File: config.mk
export PLATFORM = sky130hd
export DESIGN_NAME = vitac_div
export DESIGN_NICKNAME = d
export VERILOG_FILES = /design/src/hdl/volume_index_to_attenuation_core_assert.svh /design/src/hdl/vitac_div.sv
export SDC_FILE = /design/constraint.sdc
export NUM_CORES = 1
export LEC_CHECK = 0
export BUFFER_PORTS_ARGS = -buffer_cell sky130_fd_sc_hd__buf_2
export CORE_ASPECT_RATIO = 2
export CORE_MARGIN = 2
export CORE_UTILIZATION = 40
export DETAILED_ROUTE_END_ITERATION = 16
export HOLD_SLACK_MARGIN = 0.08
export SLEW_MARGIN = 30
export SYNTH_ARGS = -nofsm -noshare
export SYNTH_HDL_FRONTEND = slang
export SYNTH_SLANG_ARGS = --single-unit
File: constraint.sdc
create_clock -name i_clk -period 2.8 [get_ports i_clk]
set_input_delay 0.28 -clock i_clk [delete_from_list [all_inputs] [get_ports i_clk]]
set_output_delay 0.28 -clock i_clk [all_outputs]
set_load 0.005 [all_outputs]
File: src/hdl/volume_index_to_attenuation_core_assert.svh
// ----------------------------------------------------------------------------
// Assertion macros for the volume index to attenuation core
// Clocked property checks; they expand to nothing in synthesis.
// ----------------------------------------------------------------------------
`ifndef VOLUME_INDEX_TO_ATTENUATION_CORE_ASSERT_SVH
`define VOLUME_INDEX_TO_ATTENUATION_CORE_ASSERT_SVH
`ifndef SYNTHESIS
// check with reset disabling the property
`define VITAC_ASSERT(lbl, clk, rst_n, prop, msg) \
    lbl: assert property (@(posedge clk) disable iff (!rst_n) prop) else $error(msg);
// check that also holds during reset
`define VITAC_ASSERT_ALWAYS(lbl, clk, prop, msg) \
    lbl: assert property (@(posedge clk) prop) else $error(msg);
`else
`define VITAC_ASSERT(lbl, clk, rst_n, prop, msg)
`define VITAC_ASSERT_ALWAYS(lbl, clk, prop, msg)
`endif
`endif

File: src/hdl/vitac_div.sv
// ----------------------------------------------------------------------------
// vitac_div
// Pipelined restoring divider, one quotient bit per stage, with sideband.
// ----------------------------------------------------------------------------
module vitac_div #(
    parameter int NUM_W  = 16,
    parameter int DEN_W  = 8,
    parameter int SIDE_W = 1
) (
    input  logic              i_clk,
    input  logic              i_rst_n,
    input  logic              i_en,
    input  logic              i_valid,
    input  logic [NUM_W-1:0]  i_num,
    input  logic [DEN_W-1:0]  i_den,
    input  logic [SIDE_W-1:0] i_side,
    output logic              o_valid,
    output logic [NUM_W-1:0]  o_quot,
    output logic [SIDE_W-1:0] o_side
);
    logic              r_vld  [1:NUM_W];
    logic [DEN_W-1:0]  r_rem  [1:NUM_W];
    logic [DEN_W-1:0]  r_den  [1:NUM_W];
    logic [NUM_W-1:0]  r_num  [1:NUM_W];
    logic [NUM_W-1:0]  r_quot [1:NUM_W];
    logic [SIDE_W-1:0] r_side [1:NUM_W];

    for (genvar g = 1; g <= NUM_W; g++) begin : g_stage
        logic              w_vld;
        logic [DEN_W-1:0]  w_rem;
        logic [DEN_W-1:0]  w_den;
        logic [NUM_W-1:0]  w_num;
        logic [NUM_W-1:0]  w_quot;
        logic [SIDE_W-1:0] w_side;
        logic [DEN_W:0]    w_trial;
        logic              w_ge;

        // previous stage, or the inputs for the first one
        if (g == 1) begin : g_first
            assign w_vld  = i_valid;
            assign w_rem  = '0;
            assign w_den  = i_den;
            assign w_num  = i_num;
            assign w_quot = '0;
            assign w_side = i_side;
        end else begin : g_next
            assign w_vld  = r_vld[g-1];
            assign w_rem  = r_rem[g-1];
            assign w_den  = r_den[g-1];
            assign w_num  = r_num[g-1];
            assign w_quot = r_quot[g-1];
            assign w_side = r_side[g-1];
        end

        // shift in next numerator bit, subtract if it fits
        assign w_trial = {w_rem, w_num[NUM_W-1]};
        assign w_ge    = (w_trial >= {1'b0, w_den});

        always_ff @(posedge i_clk) begin
            if (!i_rst_n) begin
                r_vld[g] <= 1'b0;
            end else if (i_en) begin
                r_vld[g] <= w_vld;
            end
        end

        always_ff @(posedge i_clk) begin
            if (i_en) begin
                r_rem[g]  <= w_ge ? DEN_W'(w_trial - {1'b0, w_den}) : w_trial[DEN_W-1:0];
                r_den[g]  <= w_den;
                r_num[g]  <= w_num << 1;
                r_quot[g] <= {w_quot[NUM_W-2:0], w_ge};
                r_side[g] <= w_side;
            end
        end
    end

    assign o_valid = r_vld[NUM_W];
    assign o_quot  = r_quot[NUM_W];
    assign o_side  = r_side[NUM_W];

endmodule

Yosys cells after proc, flatten, opt, wreduce, memory -nomap -nowiden. Memories as Yosys holds them, arrays and structs flattened. Cells that the tools add are included. W data, S select, Z words.

Flip-flop bits (word level): 0. Bits in latches: 0. Memory bits (writable): 784. ROM bits: 0. Output and inout port bits: 18. Memories kept: 6.

Memory list: r_quot (words 16, bits a word 16, read ports 16, clocked after Yosys merged registers in 0, write ports 16, RTL line vitac_div.sv:25) `logic [NUM_W-1:0] r_quot [1:NUM_W];`; r_num (words 16, bits a word 15, read ports 15, clocked after Yosys merged registers in 0, write ports 16, RTL line vitac_div.sv:24) `logic [NUM_W-1:0] r_num [1:NUM_W];`; r_den (words 16, bits a word 8, read ports 15, clocked after Yosys merged registers in 0, write ports 16, RTL line vitac_div.sv:23) `logic [DEN_W-1:0] r_den [1:NUM_W];`; r_rem (words 16, bits a word 8, read ports 15, clocked after Yosys merged registers in 0, write ports 16, RTL line vitac_div.sv:22) `logic [DEN_W-1:0] r_rem [1:NUM_W];`; r_side (words 16, bits a word 1, read ports 16, clocked after Yosys merged registers in 0, write ports 16, RTL line vitac_div.sv:26) `logic [SIDE_W-1:0] r_side [1:NUM_W];`; r_vld (words 16, bits a word 1, read ports 16, clocked after Yosys merged registers in 0, write ports 16, RTL line vitac_div.sv:21) `logic r_vld [1:NUM_W];`.

Add/subtract/negate cells: 16. Multipliers: 0. Divide/modulo/power cells: 0. Magnitude comparators: 16. Equal/unequal tests: 0. Shift operators: 0. Muxes and demuxes: 37. Bitwise operators: 16. Reduce and logical (&&, ||, !) cells: 0.

Operators by type and width (count): $ge A9 B8 Y1 (15); $mux W8 (16); $sub A8 B8 Y8 (15); $mux W1 (21); $or A1 B1 Y1 (16); $ge A1 B8 Y1 (1); $sub A1 B8 Y8 (1).

Longest topological paths before layout. Gate-level depths: netlist of run 1.

Word-level depth: 4. Mapped depth: 9.

Least setup slack after synthesis of run 1. OpenSTA, ideal clock, no wires.

Path type: register -> register. From: reg r_den[0][41] (netlist name). To: reg r_rem[0][50] (netlist name). Data arrival time: 2.062 ns. Data required time: 2.540 ns. Path slack: 0.478 ns. Stages on the path, launching flop included: 8. Period minus slack after synthesis: 2.322 ns. Cell sequence: edfxtp_1 > inv_1 > ha_1 > nor2b_1 > o21ai_0 > o21ai_2 > o41ai_4 > mux2_2.

==> flow_summary.toml, run 1 <==
[worst_setup_path]
cp.arrival_ns = 3.00
cpMaxStageDelayCell = "o31a_1"
worst_ep_required_time_ns = 3.13
cp_num_buf_inv = 0
cp-start-kind = "flop"
critPathKind = "reg2reg"
cp_cell_sequence = "ha_1, a21o_1, a2111oi_0, o31a_1, mux2_2"
cpLargestDelayFamily = "compound AO/OA/AOI/OAI gates"
slowest_delay_ns = 0.51
end_kind = "flop"
worstPathMaxFanout = 8

[final_layout]
drive_above_1_share_pct = 14.7
diodes = 0
nFillCells = 5014
stdcell_area_um2 = 26500
fin_util_pct = 46.4
area.growth.synth_to_final_pct = 14.3
nets = 1831
final_common_cell = "edfxtp_1"
final_cell_mix = "edfxtp_1, inv_1, ha_1"

[global_routing]
first_global_vias = 13400
grt_pass1_wl_mm = 65.8
grt_usage_pct = 14.0
global_route.peak_usage_layer = "met2"
grt_start_max_net_pins = 105
antenna_found_initial = 0
grt_use_met1_pct = 10.9
use_met2_pct = 30.9
grtUsageMet3_pct = 1.92
overflow = 0

[power_and_ir_drop]
p_leak_nw = 10.1
p_clk_share_pct = 27.3
p_int_mw = 17.9
combPwrFrac_pct = 29.3
ir_drop_mv = 0.897
p_seq_share_pct = 43.3
netSwitchingFraction_pct = 28.8
power_density_nw_per_um2 = 948
p_switching_mw = 7.23

[worst_hold_path]
hold_path.class = "in2reg"

[placement]
place_hpwl_mm = 29.0
routabilityCongestion = 0.892
postPlaceCellArea_um2 = 24700
port_buffers = 46

[drt]
vias = 12600
wirelength_mm = 42.4
vias_per_cell = 5.13
drc = 0
ant_nets = 0
wl_per_cell_um = 17.3
dr.pass1.iters = 7
first_iter_violations = 627

[synth]
synth_xor_area_share_pct = 1.17
synth_cell_types = 51
ys.flop_type = "edfxtp_1"
synth.net_count = 1691
synth_top_family_by_area = "compound AO/OA/AOI/OAI gates"
syn_area_um2 = 23200
ys_warn_count = 0
syn_inst = 1526
postSynthAreaPerCell_um2 = 15.2
synth_seq_cells = 528
synth-edff-count = 528
synth_adder_area_share_pct = 7.78
synth_compound_area_share_pct = 7.84
async_flop_share_pct = 0
synth_mux_area_share_pct = 5.85
synth-simple-area-share_pct = 6.18
seq_area_frac_synth_pct = 68.3

[timing]
hold_viol_final = 0
fin_hold_ws_ns = 0.155
setup_viol = 0
timing.final.max_slew_violations = 0
fin_skew_ns = 0.0244
tns_ns = 0
period_minus_slack_ns = 2.67
worst_slew_pin_slew_ns = 0.725
max_freq_ghz = 0.374
post-route-period-util_pct = 95.4
grt_setup_unrepaired = "false"
slew_headroom_pct = 51.2

[floorplanning]
start_util_pct = 40.5
ios = 47
dieArea_um2 = 60100
core_region_area_um2 = 57200
die_h_um = 345
num_rows = 124
fp.dieW_um = 174

[clocking]
cts_max_path_buffers = 3
cts_tree = "yes"
cts-buffers-inserted = 48
ctsRootBufferMaster = "clkbuf_16"
post_cts_buffers = 0
insertion_delay_ns = 0.59
h-tree-depth = 2
cts_num_sinks = 528
clkTransAtPathRegs_ns = 0.07

[job]
max_cap_viol_count = 0

[status]
status = "completed"
==> power by group through the flow <==
stage	logic, mW	registers, mW	clock network (mW)
CTS	7.42	10.9	7.11
floorplan	5.38	10.8	0
finish	7.38	10.9	6.88
detailed placement	7.35	11.1	0
global placement	7.01	11.0	0
global route	8.08	11.0	7.37
==> cells in the mapped netlist, types with 32 or more instances <==
cell      number  area [um^2]
mux2_2        78          878
nor2b_1       45          282
nand3_1       40          200
a21o_1        32          240
ha_1         122         1530
edfxtp_1     528        15900
inv_1        160          601
a21oi_1       64          320
o21ai_0       54          270
nor2_1        73          274
mux2i_1       48          480
o31a_1        32          280
==> flip-flops by register name, indices dropped and copies added, names as in the netlist <==
register	cells
r_den	120
r_vld	16
r_rem	120
r_num	120
r_quot	136
r_side	16
==> final cells by class <==
class | count | area, um^2 | share of cell area, %
timing repair buffer | 104 | 828 | 3.12
tap | 756 | 946 | 3.56
multi-input combinational | 824 | 6690 | 25.2
clock inverter | 29 | 358 | 1.35
inverter | 160 | 601 | 2.26
sequential | 528 | 15900 | 59.7
clock buffer | 58 | 1260 | 4.75
==> timing repair <==
item / CTS / global route
hold endpoints to repair: 26 / 0
resized for setup: 0 / 2
endpoints found under the setup margin: 0 / 14
hold buffers: 26 / 0
==> per-stage QoR <==
step | total power [mW] | worst slack, ns | cells
after detailed placement | 18.4 | 0.0969 | 2346
after global placement | 18.0 | 0.194 | 2346
final | 25.2 | 0.130 | 2459
after global routing | 26.4 | 0.000294 | 2459
after CTS | 25.4 | 0.0755 | 2459
after floorplan | 16.2 | 0.478 | 1526
==> metal layers <==
layer,vias to the layer above,routed length (um)
met1,6219,12800
met2,235,26300
met4,0,2140
met5,-,0
met3,123,1150
li1,6035,-
==> final timing paths <==
kind | depth (start not counted) | start | slack, ns | to
hold reg to reg | 0 | r_num[0][133] | 0.40 | r_num[0][149]
hold / removal | 1 | i_en | 0.15 | r_num[0][34]
setup reg to reg | 5 | r_rem[0][37] | 0.13 | r_rem[0][45]
setup / recovery | 5 | r_rem[0][37] | 0.13 | r_rem[0][45]
==> logic make-up (layout without fill, tap and decap cells) <==
| logic type | after synthesis | after routing |
|---|---|---|
| buffers and inverters | 174 | 351 |
| AND/OR/NAND/NOR | 267 | 267 |
| AO/OA/AOI/OAI | 264 | 264 |
| multiplexers | 126 | 126 |
| XOR/XNOR | 31 | 31 |
| flip-flops | 528 | 528 |
| adder cells (fa/ha/maj) | 136 | 136 |
Note: power is estimated with default switching activity, not from simulation.
==> run 2: changes to the inputs <==
==> constraint.sdc (replaced) <==
create_clock -name i_clk -period 2.8 [get_ports i_clk]
set_input_delay 0.56 -clock i_clk [delete_from_list [all_inputs] [get_ports i_clk]]
set_output_delay 0.56 -clock i_clk [all_outputs]
set_load 0.005 [all_outputs]
==> flow_summary.toml, run 2 (same netlist as run 1, synthesis figures left out) <==
[floorplanning]
die_h_um = 345
fp.dieW_um = 174
num_rows = 124
ios = 47
core_region_area_um2 = 57200
start_util_pct = 40.5
dieArea_um2 = 60100

[job]
max_cap_viol_count = 0

[clocking]
ctsRootBufferMaster = "clkbuf_16"
insertion_delay_ns = 0.58
post_cts_buffers = 0
cts_tree = "yes"
cts_resized = 0
cts_num_sinks = 528
cts-buffers-inserted = 48
postCtsHoldBufs = 0
clkTransAtPathRegs_ns = 0.07
h-tree-depth = 2
cts_max_path_buffers = 3

[worst_setup_path]
worst_ep_required_time_ns = 3.13
end_kind = "flop"
worstPathMaxFanout = 8
cp.arrival_ns = 3.05
cp-start-kind = "flop"
critPathKind = "reg2reg"

[power_and_ir_drop]
power_density_nw_per_um2 = 944
p_leak_nw = 9.95
ir_drop_mv = 0.486
total_power_mw = 24.7

[final_layout]
nFillCells = 5059
area.growth.synth_to_final_pct = 12.5
largest_reg_flops = 136
fin_cells = 2429
final_common_cell = "edfxtp_1"
diodes = 0
drive_above_1_share_pct = 14.8
final_cell_mix = "edfxtp_1, inv_1, ha_1"
stdcell_area_um2 = 26100
nets = 1804
max_flop_register = "r_quot"
multiInputGateArea_um2 = 6690
regArea_um2 = 15900

[timing]
tns_ns = 0
hold_viol_final = 0
grt_setup_unrepaired = "false"
fin_hold_ws_ns = 0.155
post-route-period-util_pct = 97.1
slew_headroom_pct = 49.6
fin_skew_ns = 0.0261
worst_slew_pin_slew_ns = 0.748
timing.final.max_slew_violations = 0
max_freq_ghz = 0.368
setup_viol = 0
period_minus_slack_ns = 2.72

[worst_hold_path]
hold_path.class = "in2reg"

[drt]
dr.pass1.iters = 4
first_iter_violations = 603
vias = 12600
drc = 0
wirelength_mm = 41.5
wl_per_cell_um = 17.1
ant_nets = 0
vias_per_cell = 5.18

[global_routing]
overflow = 0
grt_pass1_wl_mm = 65.1
antenna_found_initial = 0
first_global_vias = 13400
grt_usage_pct = 13.8
grt_start_max_net_pins = 109

[placement]
port_buffers = 46
postPlaceCellArea_um2 = 24600
place_hpwl_mm = 28.6
routabilityCongestion = 0.883
place_inst = 2345

[status]
status = "completed"
[run 2: cell count changes in the layout (fill, tap and decap cells not counted), sizes merged]
cell         before  now
dlygate4sd3      26    0
bufinv            9    4
clkinvlp          2    6
clkinv           18   16
buf              78   77
[run 2: per-layer routing]
metal  track usage (%)  vias to the layer above  part of all wire [%]
met5                 0                        -                     0
met4              7.97                        0                   5.1
met3              1.95                      132                   2.9
met2              30.6                      229                    62
met1              10.6                     6251                    30
li1                  -                     5970                     -
[run 2: per-stage QoR]
stage,utilization [%],setup slack (ns)
floorplan,-,0.478
global placement,43.0,0.211
detailed placement,43.0,0.149
CTS,45.6,0.140
global route,45.6,0.000952
finish,45.6,0.0814
[run 2: final cells by class]
type,count,area share (%)
multi-input combinational,824,25.6
clock inverter,26,0.905
sequential,528,60.7
tap,756,3.62
inverter,160,2.30
timing repair buffer,77,2.05
clock buffer,58,4.82
[run 2: path summary, 6_finish.rpt]
check	startpoint	to	slack (ns)	cells past startpoint
min reg2reg	r_num[0][97]	r_num[0][113]	0.40	0
max reg2reg	r_rem[0][83]	r_rem[0][90]	0.08	6
max	r_rem[0][83]	r_rem[0][90]	0.08	6
min	i_num[14]	r_num[0][29]	0.15	1
[run 2: critical path: stages, from the launching register on]
cell,delay [ns]
edfxtp_1,0.40
ha_1,0.41
a21oi_1,0.18
nor2_1,0.05
a2111oi_0,0.50
o31a_1,0.53
mux2_2,0.40
[run 2: power breakdown]
| part | switching, mW | internal [mW] | leakage (nW) |
|---|---|---|---|
| Clock | 2.87 | 3.57 | 0.711 |
| Combinational | 3.81 | 3.50 | 4.08 |
| Sequential | 0.523 | 10.4 | 5.16 |
| Total | 7.20 | 17.4 | 9.95 |
